==> src/rtl/lle_ram.sv <==
// generic single-port ram with registered read
`default_nettype none
module lle_ram #(
	parameter int unsigned WIDTH = 8,
	parameter int unsigned DEPTH = 16
) (
	input  wire logic                     clk,
	input  wire logic                     we,
	input  wire logic [$clog2(DEPTH)-1:0] addr,
	input  wire logic [WIDTH-1:0]         wdata,
	output logic      [WIDTH-1:0]         rdata
);

	logic [WIDTH-1:0] mem [DEPTH];

	// read-first storage
	always_ff @(posedge clk) begin
		if (we) mem[addr] <= wdata;
		rdata <= mem[addr];
	end

endmodule
`default_nettype wire
==> config.mk <==
export PLATFORM = sky130hd
export DESIGN_NAME = lle_ram
export DESIGN_NICKNAME = d
export VERILOG_FILES = /design/src/rtl/lle_ram.sv
export SDC_FILE = /design/constraint.sdc
export NUM_CORES = 1
export LEC_CHECK = 0
export ABC_AREA = 1
export BUFFER_PORTS_ARGS = -buffer_cell sky130_fd_sc_hd__buf_2
export CORE_ASPECT_RATIO = 1.5
export CORE_MARGIN = 8
export CORE_UTILIZATION = 30
export DETAILED_ROUTE_END_ITERATION = 8
export PLACE_DENSITY_LB_ADDON = 0.05
export SLEW_MARGIN = 20
export SYNTH_ARGS = -nofsm -noshare
export SYNTH_HDL_FRONTEND = slang
export SYNTH_SLANG_ARGS = --single-unit
==> constraint.sdc <==
create_clock -name clk -period 2.4 [get_ports clk]
set_input_delay 0.48 -clock clk [delete_from_list [all_inputs] [get_ports clk]]
set_output_delay 0.48 -clock clk [all_outputs]
set_load 0.03 [all_outputs]
==> results of run 1 <==
## flip-flops by register name, indices dropped and copies added (netlist names)
name / cells
rdata: 8
mem: 128
## cells by family after synthesis
kind of cell           count (synthesis)
buffers and inverters                 44
flip-flops                           136
AND/OR/NAND/NOR                      368
## critical path, cell delays in order
cell                      delay [ns]
sky130_fd_sc_hd__buf_2          0.13
sky130_fd_sc_hd__inv_2          0.30
sky130_fd_sc_hd__nand3_1        0.34
sky130_fd_sc_hd__nor2_1         0.19
sky130_fd_sc_hd__buf_4          0.20
## cells in the final DEF, fill, tap and decap left out, types with 4 or more instances in the layout
cell,Yosys,layout
sky130_fd_sc_hd__buf_2,12,21
sky130_fd_sc_hd__buf_4,6,23
sky130_fd_sc_hd__clkbuf_16,0,17
sky130_fd_sc_hd__clkinv_2,0,6
sky130_fd_sc_hd__dfxtp_1,8,8
sky130_fd_sc_hd__edfxtp_1,128,128
sky130_fd_sc_hd__inv_1,21,21
sky130_fd_sc_hd__nand2_1,346,346
sky130_fd_sc_hd__nand3_1,4,4
sky130_fd_sc_hd__nor2_1,18,18
## power by group
| group | switching (mW) | internal (mW) |
|---|---|---|
| clock network | 0.920 | 1.49 |
| registers | 0.0150 | 2.66 |
| logic | 0.273 | 0.0968 |
| total | 1.21 | 4.25 |
## layer usage
layer  GRT usage, %  vias up
li1               -     1835
met1          14.68     1764
met2          22.71       56
met3          3.198       17
met4          6.402        0
met5              0        -
## final cells by class
| cell class | count | area [µm²] |
|---|---|---|
| Sequential cell | 136 | 4004 |
| Timing Repair Buffer | 46 | 317.8 |
| Tap cell | 252 | 315.3 |
| Multi-Input combinational cell | 368 | 1386 |
| Fill cell | 1876 | 11750 |
| Inverter | 23 | 86.33 |
| Clock inverter | 11 | 110.1 |
| Clock buffer | 18 | 429.2 |
## worst max-delay path by stage
| stage | startpoint | end | slack [ns] | cells after the start |
|---|---|---|---|---|
| global route | addr[0] | mem[0][3]$_DFFE_PP_ | 0.78 | 5 |
| floorplan | addr[1] | mem[3][0]$_DFFE_PP_ | 0.54 | 4 |
| CTS | addr[0] | mem[4][6]$_DFFE_PP_ | 0.87 | 5 |
| detailed placement | addr[0] | mem[4][3]$_DFFE_PP_ | 0.43 | 5 |
| finish | addr[0] | mem[0][0]$_DFFE_PP_ | 0.88 | 5 |
| global placement | addr[0] | mem[12][1]$_DFFE_PP_ | 0.44 | 5 |
## stage by stage
| stage | worst slack [ns] | std cells | util (%) |
|---|---|---|---|
| CTS | 0.8714 | 854 | 36.15 |
| finish | 0.8754 | 854 | 36.15 |
| detailed placement | 0.4268 | 825 | 33.22 |
| floorplan | 0.5428 | 548 | - |
| global placement | 0.4409 | 825 | 33.22 |
| global route | 0.7820 | 854 | 36.15 |
==> impl.org, run 1 <==
** Run status
- Run status :: finished, final reports clean

** Synthesis
- After synthesis, the cell types taking the most area are sky130_fd_sc_hd__edfxtp_1 69%, sky130_fd_sc_hd__nand2_1 23%, sky130_fd_sc_hd__dfxtp_1 2.9%, sky130_fd_sc_hd__inv_1 1.4%, sky130_fd_sc_hd__nor2_1 1.2%.
- Proportion of synthesized chip area in sequential cells :: 71.59%
- Compound-cell area share of the yosys netlist :: 0%
- After Yosys synthesis, full adders, half adders and majority gates account for 0% of the synthesized area.
- Mean area per synthesized cell :: 10.21 µm²
- After synthesis the netlist holds a flip-flop and latch count of 136.
- For this run, the number of Yosys warnings is 0.
- Share of synthesized registers carrying an async set or reset :: 0%
- The synthesized design contains 128 enable-type register cells.
- Dominant synthesized flop cell :: sky130_fd_sc_hd__edfxtp_1
- By area, the combinational part of the netlist is dominated by simple AND/OR/NAND/NOR gates.
- Mapped Area :: approximately 5600 µm²
- Synth top area share :: 68.72%
- Measured against the total synthesized area, the mux share comes to 0%.
- Synthesis handed over a netlist of 548 instances.
- Of the total synthesized cell area, the portion taken by AND, OR, NAND and NOR gates is about a quarter.
- Parity-gate share of the synthesized area counting xor and xnor cells :: 0%
- Library cell with the highest instance count after synthesis :: sky130_fd_sc_hd__nand2_1
- The biggest area contributor in the post-synthesis netlist is sky130_fd_sc_hd__edfxtp_1.
- The number of different library cells used by synthesis comes to 11.
- Syn_nets :: 562
- List of most frequent post-synthesis cells :: 346 x sky130_fd_sc_hd__nand2_1, 128 x sky130_fd_sc_hd__edfxtp_1, 21 x sky130_fd_sc_hd__inv_1, 18 x sky130_fd_sc_hd__nor2_1, 12 x sky130_fd_sc_hd__buf_2

** Timing
- Setup TNS :: 0 ns
- Clock skew on the completed layout was measured at 0.004292 ns.
- Highest clock rate :: 0.6559 GHz
- Crit share post-route :: a little under two thirds
- At the pin with the least slew margin, the transition time is 0.4748 ns.
- Setup violations remaining at the end of the flow were counted as 0.
- Final Hold Slack :: 0.5255 ns
- In this run the tightest slew margin relative to its limit is 68.35%.
- Setup repair after global routing left no endpoint under its margin.
- Max Transition Viols Final :: 0
- Final number of hold-violating endpoints :: 0
- Final critical delay including setup and external delays :: 1.525 ns

** Final layout
- The post-route netlist has around an eighth of its cells at a drive strength greater than 1.
- After routing the design area is 6649 µm².
- The number of antenna diodes in the final layout is 0.
- Total Nets Final :: a little over 600
- Area growth syn-to-layout :: 18.88%

** Floorplan
- The core region is 18,390 µm².
- Width of the chip :: about 130 µm
- Height of the chip :: between 150 and 200 µm
- Placement Rows :: between 60 and 70
- 22 I/O pins were placed.
- The die covers 23,360 µm².
- Initial cell density of the core :: 30.41%

** Setup path
- Endpoint class of the critical path :: flip-flop
- Critical path class :: in -> reg
- Maximum fanout along the worst path :: 20
- STA classifies the critical path startpoint as a primary input.
- Data required, critical path :: about 2.5 ns
- For the worst setup path, the data arrival time is around 1.6 ns.
- The worst register-to-register path has a depth of 8.
- In this run the register-to-register setup slack is 1.38 ns.
- The startpoint identified for the worst register-to-register timing path is mem[4][3]$_DFFE_PP_.
- Capture point of the worst reg-to-reg path :: rdata[3]$_DFF_P_

** Route
- Vias :: between 3,000 and 4,000
- Total met3 wirelength after detailed routing :: 316 µm
- The first routing iteration left 252 violations.
- M1 WL :: 6382 µm
- Number of iterations in the first detailed-routing pass :: 4
- After detailed routing, the number of vias per cell comes to 4.300.
- Antenna viol nets, final :: 0
- Highest routed layer :: met4
- The final layout contains routed wiring with a total length of 14,620 µm.
- Met2 wire length :: 7621 µm
- In the routed design, unresolved DRC markers number 0.
- Routed wirelength normalized by instance count :: 17.12 µm

** Global routing
- The total overflow left after global routing is 0.
- The number of antenna violations at the first check in global routing came to 0.
- Entering global routing, the biggest net connects 67 pins.
- Overall routing resource usage :: 13.08%
- Via count of the first global-routing pass :: 3,796
- The first global-routing pass estimated 22,020 µm of wire.

** Clocking
- Clk_lat worst skew :: 0.41 ns
- The tree built by TritonCTS fans out to ~140 sinks.
- Number of setup buffers added after CTS :: 0
- Gates resized during post-CTS repair numbered 0.
- The clock tree synthesis step divided the H-tree into 4 levels.
- Buffer levels on the longest clock path :: 2
- Buffer cell driving the clock tree root :: sky130_fd_sc_hd__clkbuf_16
- After clock tree synthesis, the flow added hold-fix buffers numbering 0.
- Clock-pin slew was measured on the worst setup and hold paths at 0.05 ns.
- TritonCTS built the clock tree.
- In this run, CTS created clock tree buffers numbering 17.

** Placed design
- Gpl congestion :: roughly 0.78
- Once placement finished, the instance area stood at 6110 µm².
- Detailed-placement wirelength estimate :: 9671 µm
- Input/output buffers :: 21

** Power and ir drop
- Summed over all cells, the static leakage comes to 2.835 nW.
- VDD sags by at most 359.2 µV.
- Pwr Total :: ~5.5 mW
- Total power per unit cell area :: 820.4 nW/µm²

** Run
- Maximum Capacitance Violations :: 0

** Min path
- Hold_sp :: wdata[4]
- For hold timing, the worst endpoint is mem[3][4]$_DFFE_PP_.
- Number of cells traversed by the worst hold path :: 1
- Class of the most critical hold timing path :: in -> reg
(Power assumes the default switching activity.)
==> run 2: changes to the inputs <==
- ABC_AREA: 1 -> 0
- clock period: 2.4 -> 1.5 ns (I/O delays scaled with it)
==> impl.org, run 2 <==
** Floorplan
- Core Footprint :: 16,690 µm² (-9.3%)
- The chip height is 175.2 µm (-4.4%).
- Placement Rows :: 58 (-4.9%)
- Io pins :: 22 (unchanged)
- The area of the die was 21,390 µm² (-8.4%).
- Initial cell density of the core :: 30.36% (-0.046 points)
- The floorplan die width was 122.1 µm (-4.2%).

** Timing
- Setup repair after global routing left no endpoint under its margin.
- Crit share post-route :: 91.39%
- The worst-case clock skew came to 0.008624 ns (+0.004332 ns).
- Setup violations, final :: 0 (unchanged)
- Based on the critical path, the design can be clocked at up to 0.7295 GHz.
- Max Transition Viols Final :: 0 (unchanged)
- The number of endpoints with negative hold slack in the final report came to 0 (unchanged).
- Slew Limit Headroom :: 39.84% (-29 points)
- The worst hold slack came to 0.2786 ns (-0.2469 ns).
- Worst-margin pin slew :: 0.9006 ns (+0.4259 ns)
- The routed design could run at a clock period as short as around 1.4 ns.
- Post-layout worst setup margin :: 0.1291 ns (-0.7463 ns)
- Setup TNS :: 0 ns (unchanged)

** Final layout
- Leading cell type in the layout, fill and taps excluded :: sky130_fd_sc_hd__edfxtp_1
- The register with the most flip-flops in the final layout is mem.
- The fraction of final layout cells sized beyond drive strength 1 was 45.25% (+33 points).
- Total Nets Final :: 317 (-48%)
- From synthesis to final layout, the design area changed by 27.60%.
- The library cells used most frequently in the layout, excluding fill and tap cells, are 128 x sky130_fd_sc_hd__edfxtp_1, 36 x sky130_fd_sc_hd__buf_4, 32 x sky130_fd_sc_hd__mux4_2, 21 x sky130_fd_sc_hd__buf_2, 17 x sky130_fd_sc_hd__clkbuf_16.
- The layout filler cell count is 1,544 (-18%).
- Utilization of the core after routing :: 38.74% (+2.6 points)
- Number of flip-flops under the largest register name :: 128 (unchanged)
- Area taken by flip-flops and latches :: 4004 µm² (unchanged)
- Diodes inserted :: 0 (unchanged)
- Top Registers :: mem x128, rdata x8
- Total area of multi-input combinational cells :: 1064 µm² (-23%)

** Route
- Overall routed net length :: 11,460 µm (-22%)
- Starting DRC count in detailed routing :: 143 (-43%)
- The via density per instance is 4.690 (+9.1%).
- The total number of vias is 2,467 (-33%).
- Number of iterations in the first detailed-routing pass :: 4 (unchanged)
- The average wire per standard cell came to 21.78 µm (+27%).
- The number of remaining DRC errors is 0 (unchanged).
- The count of antenna-violating nets left after detailed routing was 0 (unchanged).

** Power and ir drop
- Internal power consumption :: 7.085 mW (+67%)
- The power share of the clock group is 46.9% (+2.7 points).
- The maximum vdd ir drop is 570.2 µV (+59%).
- The power per standard cell area was 1393 nW/µm² (+70%).
- The leakage power is 2.156 nW (-24%).
- Pwr Total :: 9.010 mW (+65%)
- The proportion of power drawn by combinational gates came to 5.6% (-1.2 points).
- Switching share of total power :: 21.36% (-0.79 points)
- Power dissipated by switching net loads :: 1.925 mW (+59%)
- The sequential share of power came to 47.4% (-1.6 points).

** Placed design
- Dpl ws :: -0.3214 ns (-0.7483 ns)
- The number of buffers added on ports was 21 (unchanged).
- Detailed-placement wirelength estimate :: 7975 µm (-18%)
- Gpl congestion :: 0.7266 (-7.3%)

** Clocking
- Buffer levels on the longest clock path :: 2 (unchanged)
- The total of hold buffers inserted after clock tree synthesis was 0 (unchanged).
- Number of buffers inserted during clock tree synthesis :: 17 (unchanged)
- Number of H-tree levels :: 4 (unchanged)
- Buffer cell driving the clock tree root :: sky130_fd_sc_hd__clkbuf_16
- TritonCTS built the clock tree.
- The total setup buffers inserted after CTS was 0 (unchanged).
- Cts repair resizes :: 0 (unchanged)
- Clk_lat worst skew :: 0.41 ns (about the same)
- The clock-pin slew reported for the worst setup and hold paths after clock tree synthesis was 0.06 ns (about the same).
- Total number of clock tree sinks :: 136 (unchanged)

** Setup path
- The critical path buffer and inverter count came to 0 (-3).
- Maximum fanout along the worst path :: 1 (-95%)
- Critical path depth :: 3 (-2)
- Reg2reg start :: mem[0][5]$_DFFE_PP_
- Startpoint Class :: flip-flop
- Capture point of the worst reg-to-reg path :: rdata[5]$_DFF_P_
- CP Data Arrival Time :: 1.66 ns (+0.02 ns)
- STA classifies the critical path endpoint as a flip-flop.
- Data required, critical path :: 1.79 ns (-0.73 ns)
- The critical path in this run is classified as reg -> reg.
- The critical path goes through mux4_2, a22oi_1, nand2_1.
- Reg2Reg Setup Slack :: 0.13 ns (-1.25 ns)
- Slowest library cell on the worst path :: sky130_fd_sc_hd__mux4_2
- In this design, the largest share of critical-path delay is due to multiplexers.
- Number of cell instances on the worst register-to-register path :: 3 (-5)
- Worst path max stage delay :: 0.48 ns (+0.14 ns)

** Synthesis
- The distinct cell type count of the synthesized netlist was 18 (+7).
- Share of synthesized registers carrying an async set or reset :: 0% (unchanged)
- The number of enable-type register cells in the synthesized netlist came to 128 (unchanged).
- The share of synthesized area occupied by flip-flops and latches was 79.01% (+7.4 points).
- The mean instance size in the synthesized netlist came to 22.03 µm² (+120%).
- #FFs+latches synth :: 136 (unchanged)
- List of most frequent post-synthesis cells :: 128 x sky130_fd_sc_hd__edfxtp_1, 32 x sky130_fd_sc_hd__mux4_2, 16 x sky130_fd_sc_hd__a22oi_1, 13 x sky130_fd_sc_hd__nor2_1, 9 x sky130_fd_sc_hd__nand2_1
- Cells after synthesis :: 230 (-58%)
- By instance count, the leading cell after synthesis is sky130_fd_sc_hd__edfxtp_1.
- The cell area after synthesis was 5067 µm² (-9.4%).
- The area fraction of the dominant cell type after synthesis came to 75.85% (+7.1 points).
- The net count after synthesis is 244 (-57%).
- Area contributors post-synth :: sky130_fd_sc_hd__edfxtp_1 76%, sky130_fd_sc_hd__mux4_2 14%, sky130_fd_sc_hd__dfxtp_1 3.2%, sky130_fd_sc_hd__a22oi_1 2.4%, sky130_fd_sc_hd__nor2_1 0.96%
- Biggest area consumer among synthesized cells :: sky130_fd_sc_hd__edfxtp_1
- For this run, the leading register cell type out of synthesis is sky130_fd_sc_hd__edfxtp_1.
- Yosys warning total :: 0 (unchanged)

** Global routing
- Via count of the first global-routing pass :: 2,702 (-29%)
- The final global-route overflow total is 0 (unchanged).
- The number of antenna violations at the first check in global routing is 0 (unchanged).
- The global routing usage summed across all routing layers was 11.54% (-1.5 points).
- The wire length of the first global-routing pass came to 17,390 µm (-21%).
- The maximum number of pins on one net before global-route repair came to 17 (-75%).

** Min path
- Number of cells traversed by the worst hold path :: 1 (unchanged)
- Class of the most critical hold timing path :: in -> reg
- Hold_sp :: wdata[5]
- For hold timing, the worst endpoint is mem[0][5]$_DFFE_PP_.

** Run
- The max capacitance violation total is 0 (unchanged).

** Run status
- Run status :: finished, final reports clean
-- run 2: cell types whose count changed after synthesis, sizes merged, moves of 5 or more --
cell,before,now
a22oi,0,16
buf,18,8
inv,22,0
mux4,0,32
nand2,346,9
nor2,18,13
-- run 2: power groups by stage --
stage | Clock, mW | Sequential (mW) | Combinational (mW)
2_1_floorplan | 0 | 4.40 | 0.231
3_3_place_gp | 0 | 4.36 | 0.529
3_5_place_dp | 0 | 4.36 | 0.527
4_1_cts | 4.30 | 4.28 | 0.527
5_1_grt | 4.46 | 4.28 | 0.556
6_report | 4.23 | 4.27 | 0.509
-- run 2: final cells by class --
type	instances	area share (%)
sequential	136	61.92
timing repair buffer	65	8.282
clock buffer	18	6.637
multi-input combinational	83	16.45
clock inverter	14	2.651
tap	210	4.063
-- run 2: worst max-delay path by stage --
stage / from / endpoint
6_report: mem[0][5]$_DFFE_PP_ / rdata[5]$_DFF_P_
5_1_grt: mem[0][0]$_DFFE_PP_ / rdata[0]$_DFF_P_
4_1_cts: addr[0] / rdata[7]$_DFF_P_
3_5_place_dp: addr[0] / rdata[7]$_DFF_P_
3_3_place_gp: addr[0] / rdata[7]$_DFF_P_
2_1_floorplan: addr[2] / mem[0][0]$_DFFE_PP_
-- run 2: cell families after synthesis --
logic type	Yosys count	synth area share [%]
compound gates	16	2.370
buf+inv	11	1.185
flops	136	79.01
mux	32	14.22
simple gates	35	3.210
-- run 2: through the flow --
stage	std cells	cell area (µm²)
finish	526	6466
global route	526	6466
CTS	526	6466
detailed placement	494	5866
global placement	494	5866
floorplan	230	5130
-- run 2: metal layers --
layer | vias to the layer above | track usage [%] | wire (µm)
met5 | - | 0 | 0
met4 | 0 | 4.742 | 142
met3 | 10 | 2.488 | 335
met2 | 41 | 19.54 | 6114
met1 | 1300 | 13.79 | 4863
li1 | 1116 | - | -
==> run 3: changes to the inputs <==
- CORE_UTILIZATION: 30 -> 60
- clock period: 1.5 -> 1.4 ns (I/O delays scaled with it)
==> impl.org, run 3 (same netlist as run 2, synthesis figures left out) <==
** Run status
- The run finished with clean final reports.

** Placed design
- Gpl congestion :: 0.7095 (-2.4%)
- Input/output buffers :: 21 (unchanged)
- Detailed-placement wirelength estimate :: 6525 µm (-18%)

** Final layout
- The library cell used most frequently in the layout, excluding fill and tap cells, is sky130_fd_sc_hd__edfxtp_1.
- Area growth syn-to-layout :: 25.63%
- The number of flip-flops under the largest register name is 128 (unchanged).
- The largest registers in the layout are mem x128, rdata x8.
- In the layout the commonest cells are 128 x sky130_fd_sc_hd__edfxtp_1, 32 x sky130_fd_sc_hd__mux4_2, 25 x sky130_fd_sc_hd__buf_4, 21 x sky130_fd_sc_hd__buf_2, 17 x sky130_fd_sc_hd__clkbuf_16.
- Ranked by flip-flop count, first place goes to mem.
- Total Nets Final :: 307 (-3.2%)
- Diodes inserted :: 0 (unchanged)
- The fraction of final layout cells sized beyond drive strength 1 came to 45.42% (+0.17 points).

** Min path
- Class of the most critical hold timing path :: in -> reg
- The worst hold path begins at wdata[0].

** Global routing
- The number of global-route vias before repair came to 2,718 (+0.59%).
- Largest net degree at the start of global routing :: 18 (+1)
- Initial antenna violation count :: 0 (unchanged)
- Overall routing resource usage :: 18.18% (+6.6 points)
- Overflow left after global routing :: 0 (unchanged)
- Wire length of the first global-routing pass :: 15,090 µm (-13%)

** Setup path
- The signal arrival time at the worst endpoint came to 1.64 ns (-0.02 ns).
- Reg2reg start :: mem[0][3]$_DFFE_PP_
- The slowest stage of the critical path belongs to the cell sky130_fd_sc_hd__mux4_2.
- CP Launch Point :: mem[0][3]$_DFFE_PP_
- The worst setup path is captured at a flip-flop.
- Cells traversed along the worst timing path :: mux4_2, a22oi_1, nand2_1
- Grouping stages by cell kind, the critical path spends the most delay in multiplexers.
- The worst setup path is launched from a flip-flop.
- The critical path buffer and inverter count came to 0 (unchanged).
- Data required, critical path :: 1.70 ns (-0.09 ns)
- The critical-path maximum fanout came to 1 (unchanged).
- The setup path with the least slack is of type reg -> reg.
- The delay of the slowest critical-path stage was 0.47 ns (about the same).

** Timing
- Final Hold Slack :: 0.2576 ns (-0.02109 ns)
- Crit share post-route :: 96.16% (+4.8 points)
- Largest clock skew in the final design :: 0.006540 ns (-0.002083 ns)
- Slew Limit Headroom :: 41.51% (+1.7 points)
- Worst-margin pin slew :: 0.8756 ns (-0.02501 ns)
- Setup repair after global routing missed its margin :: false
- The number of pins exceeding their max-slew limit in the final report came to 0 (unchanged).
- Final number of hold-violating endpoints :: 0 (unchanged)
- The final number of setup-violating endpoints is 0 (unchanged).
- Highest clock rate :: 0.7428 GHz (+1.8%)
- The shortest clock period the worst path allows after layout came to 1.346 ns (-0.02456 ns).

** Floorplan
- Io pins :: 22 (unchanged)
- Die Footprint :: 11,700 µm² (-45%)
- The chip height was 128.6 µm (-27%).
- Width of the chip :: 91.04 µm (-25%)
- Initial cell density of the core :: 60.98% (+31 points)
- Core Footprint :: 8310 µm² (-50%)
- Placement Rows :: 41 (-29%)

** Route
- The total number of vias was 2,422 (-1.8%).
- DRC violation count after routing :: 0 (unchanged)
- Starting DRC count in detailed routing :: 236 (+65%)
- Detailed-route vias per instance :: 5.864 (+25%)
- Number of iterations in the first detailed-routing pass :: 4 (unchanged)
- Overall routed net length :: 9581 µm (-16%)
- Routed wirelength normalized by instance count :: 23.20 µm (+6.5%)
- Antenna viol nets, final :: 0 (unchanged)

** Power and ir drop
- The leakage power was 2.118 nW (-1.8%).
- Total power per unit cell area :: 1515 nW/µm² (+8.7%)
- The maximum vdd ir drop was 1167 µV (+100%).
- Pwr Total :: 9.645 mW (+7.1%)

** Clocking
- Buffer levels on the longest clock path :: 2 (unchanged)
- Clock transition time at the flip-flop clock pins of the worst setup and hold paths :: 0.06 ns (about the same)
- The number of buffers created by CTS was 17 (unchanged).
- TritonCTS built the clock tree.
- Buffer cell driving the clock tree root :: sky130_fd_sc_hd__clkbuf_16
- Number of H-tree levels :: 4 (unchanged)
- Number of setup buffers added after CTS :: 0 (unchanged)
- The clock net sink count was 136 (unchanged).
- Clk_lat worst skew :: 0.41 ns (about the same)

** Run
- The max capacitance violation total is 0 (unchanged).
run 3: power by group:
part	leakage, nW	internal [mW]	switching (mW)
Sequential	1.22	4.55	0.0283
Combinational	0.608	0.229	0.323
Clock	0.287	2.95	1.56
run 3: path summary, 6_finish.rpt:
| path | end | slack (ns) | depth (start not counted) |
|---|---|---|---|
| hold / removal | mem[12][0]$_DFFE_PP_ | 0.26 | 1 |
| setup reg to reg | rdata[3]$_DFF_P_ | 0.05 | 3 |
| hold reg to reg | rdata[3]$_DFF_P_ | 0.68 | 3 |
| setup / recovery | rdata[3]$_DFF_P_ | 0.05 | 3 |
run 3: per-stage QoR:
step / utilization, % / cells / TNS [ns] / setup slack [ns] / instance area, µm²
3_3_place_gp: 69.08 / 381 / -14.48 / -0.3239 / 5741
6_report: 76.60 / 413 / 0 / 0.05370 / 6366
4_1_cts: 76.42 / 413 / 0 / 0.04109 / 6351
2_1_floorplan: - / 230 / -1.609 / -0.03216 / 5205
3_5_place_dp: 69.08 / 381 / -14.60 / -0.3134 / 5741
5_1_grt: 76.60 / 413 / 0 / 0.01616 / 6366
run 3: timing repair:
| item | 4_1_cts | 5_1_grt |
|---|---|---|
| hold buffers | 0 | 0 |
| endpoints found under the hold margin | 0 | 0 |
| setup endpoints to repair | 0 | 3 |
| gates resized for setup | 0 | 3 |
run 3: metal layers:
metal	vias to the layer above	global-route usage (%)	share of wire [%]
li1	1096	-	-
met1	1243	19.07	38
met2	68	32.26	55
met3	15	5.478	4.5
met4	0	9.293	2.3
met5	-	0	0
run 3: layout make-up:
cell class	instances	area (µm²)
Sequential cell	136	4004
Tap cell	107	133.9
Clock buffer	18	429.2
Fill cell	473	1944
Multi-Input combinational cell	83	1145
Timing Repair Buffer	55	473.0
Clock inverter	14	181.4
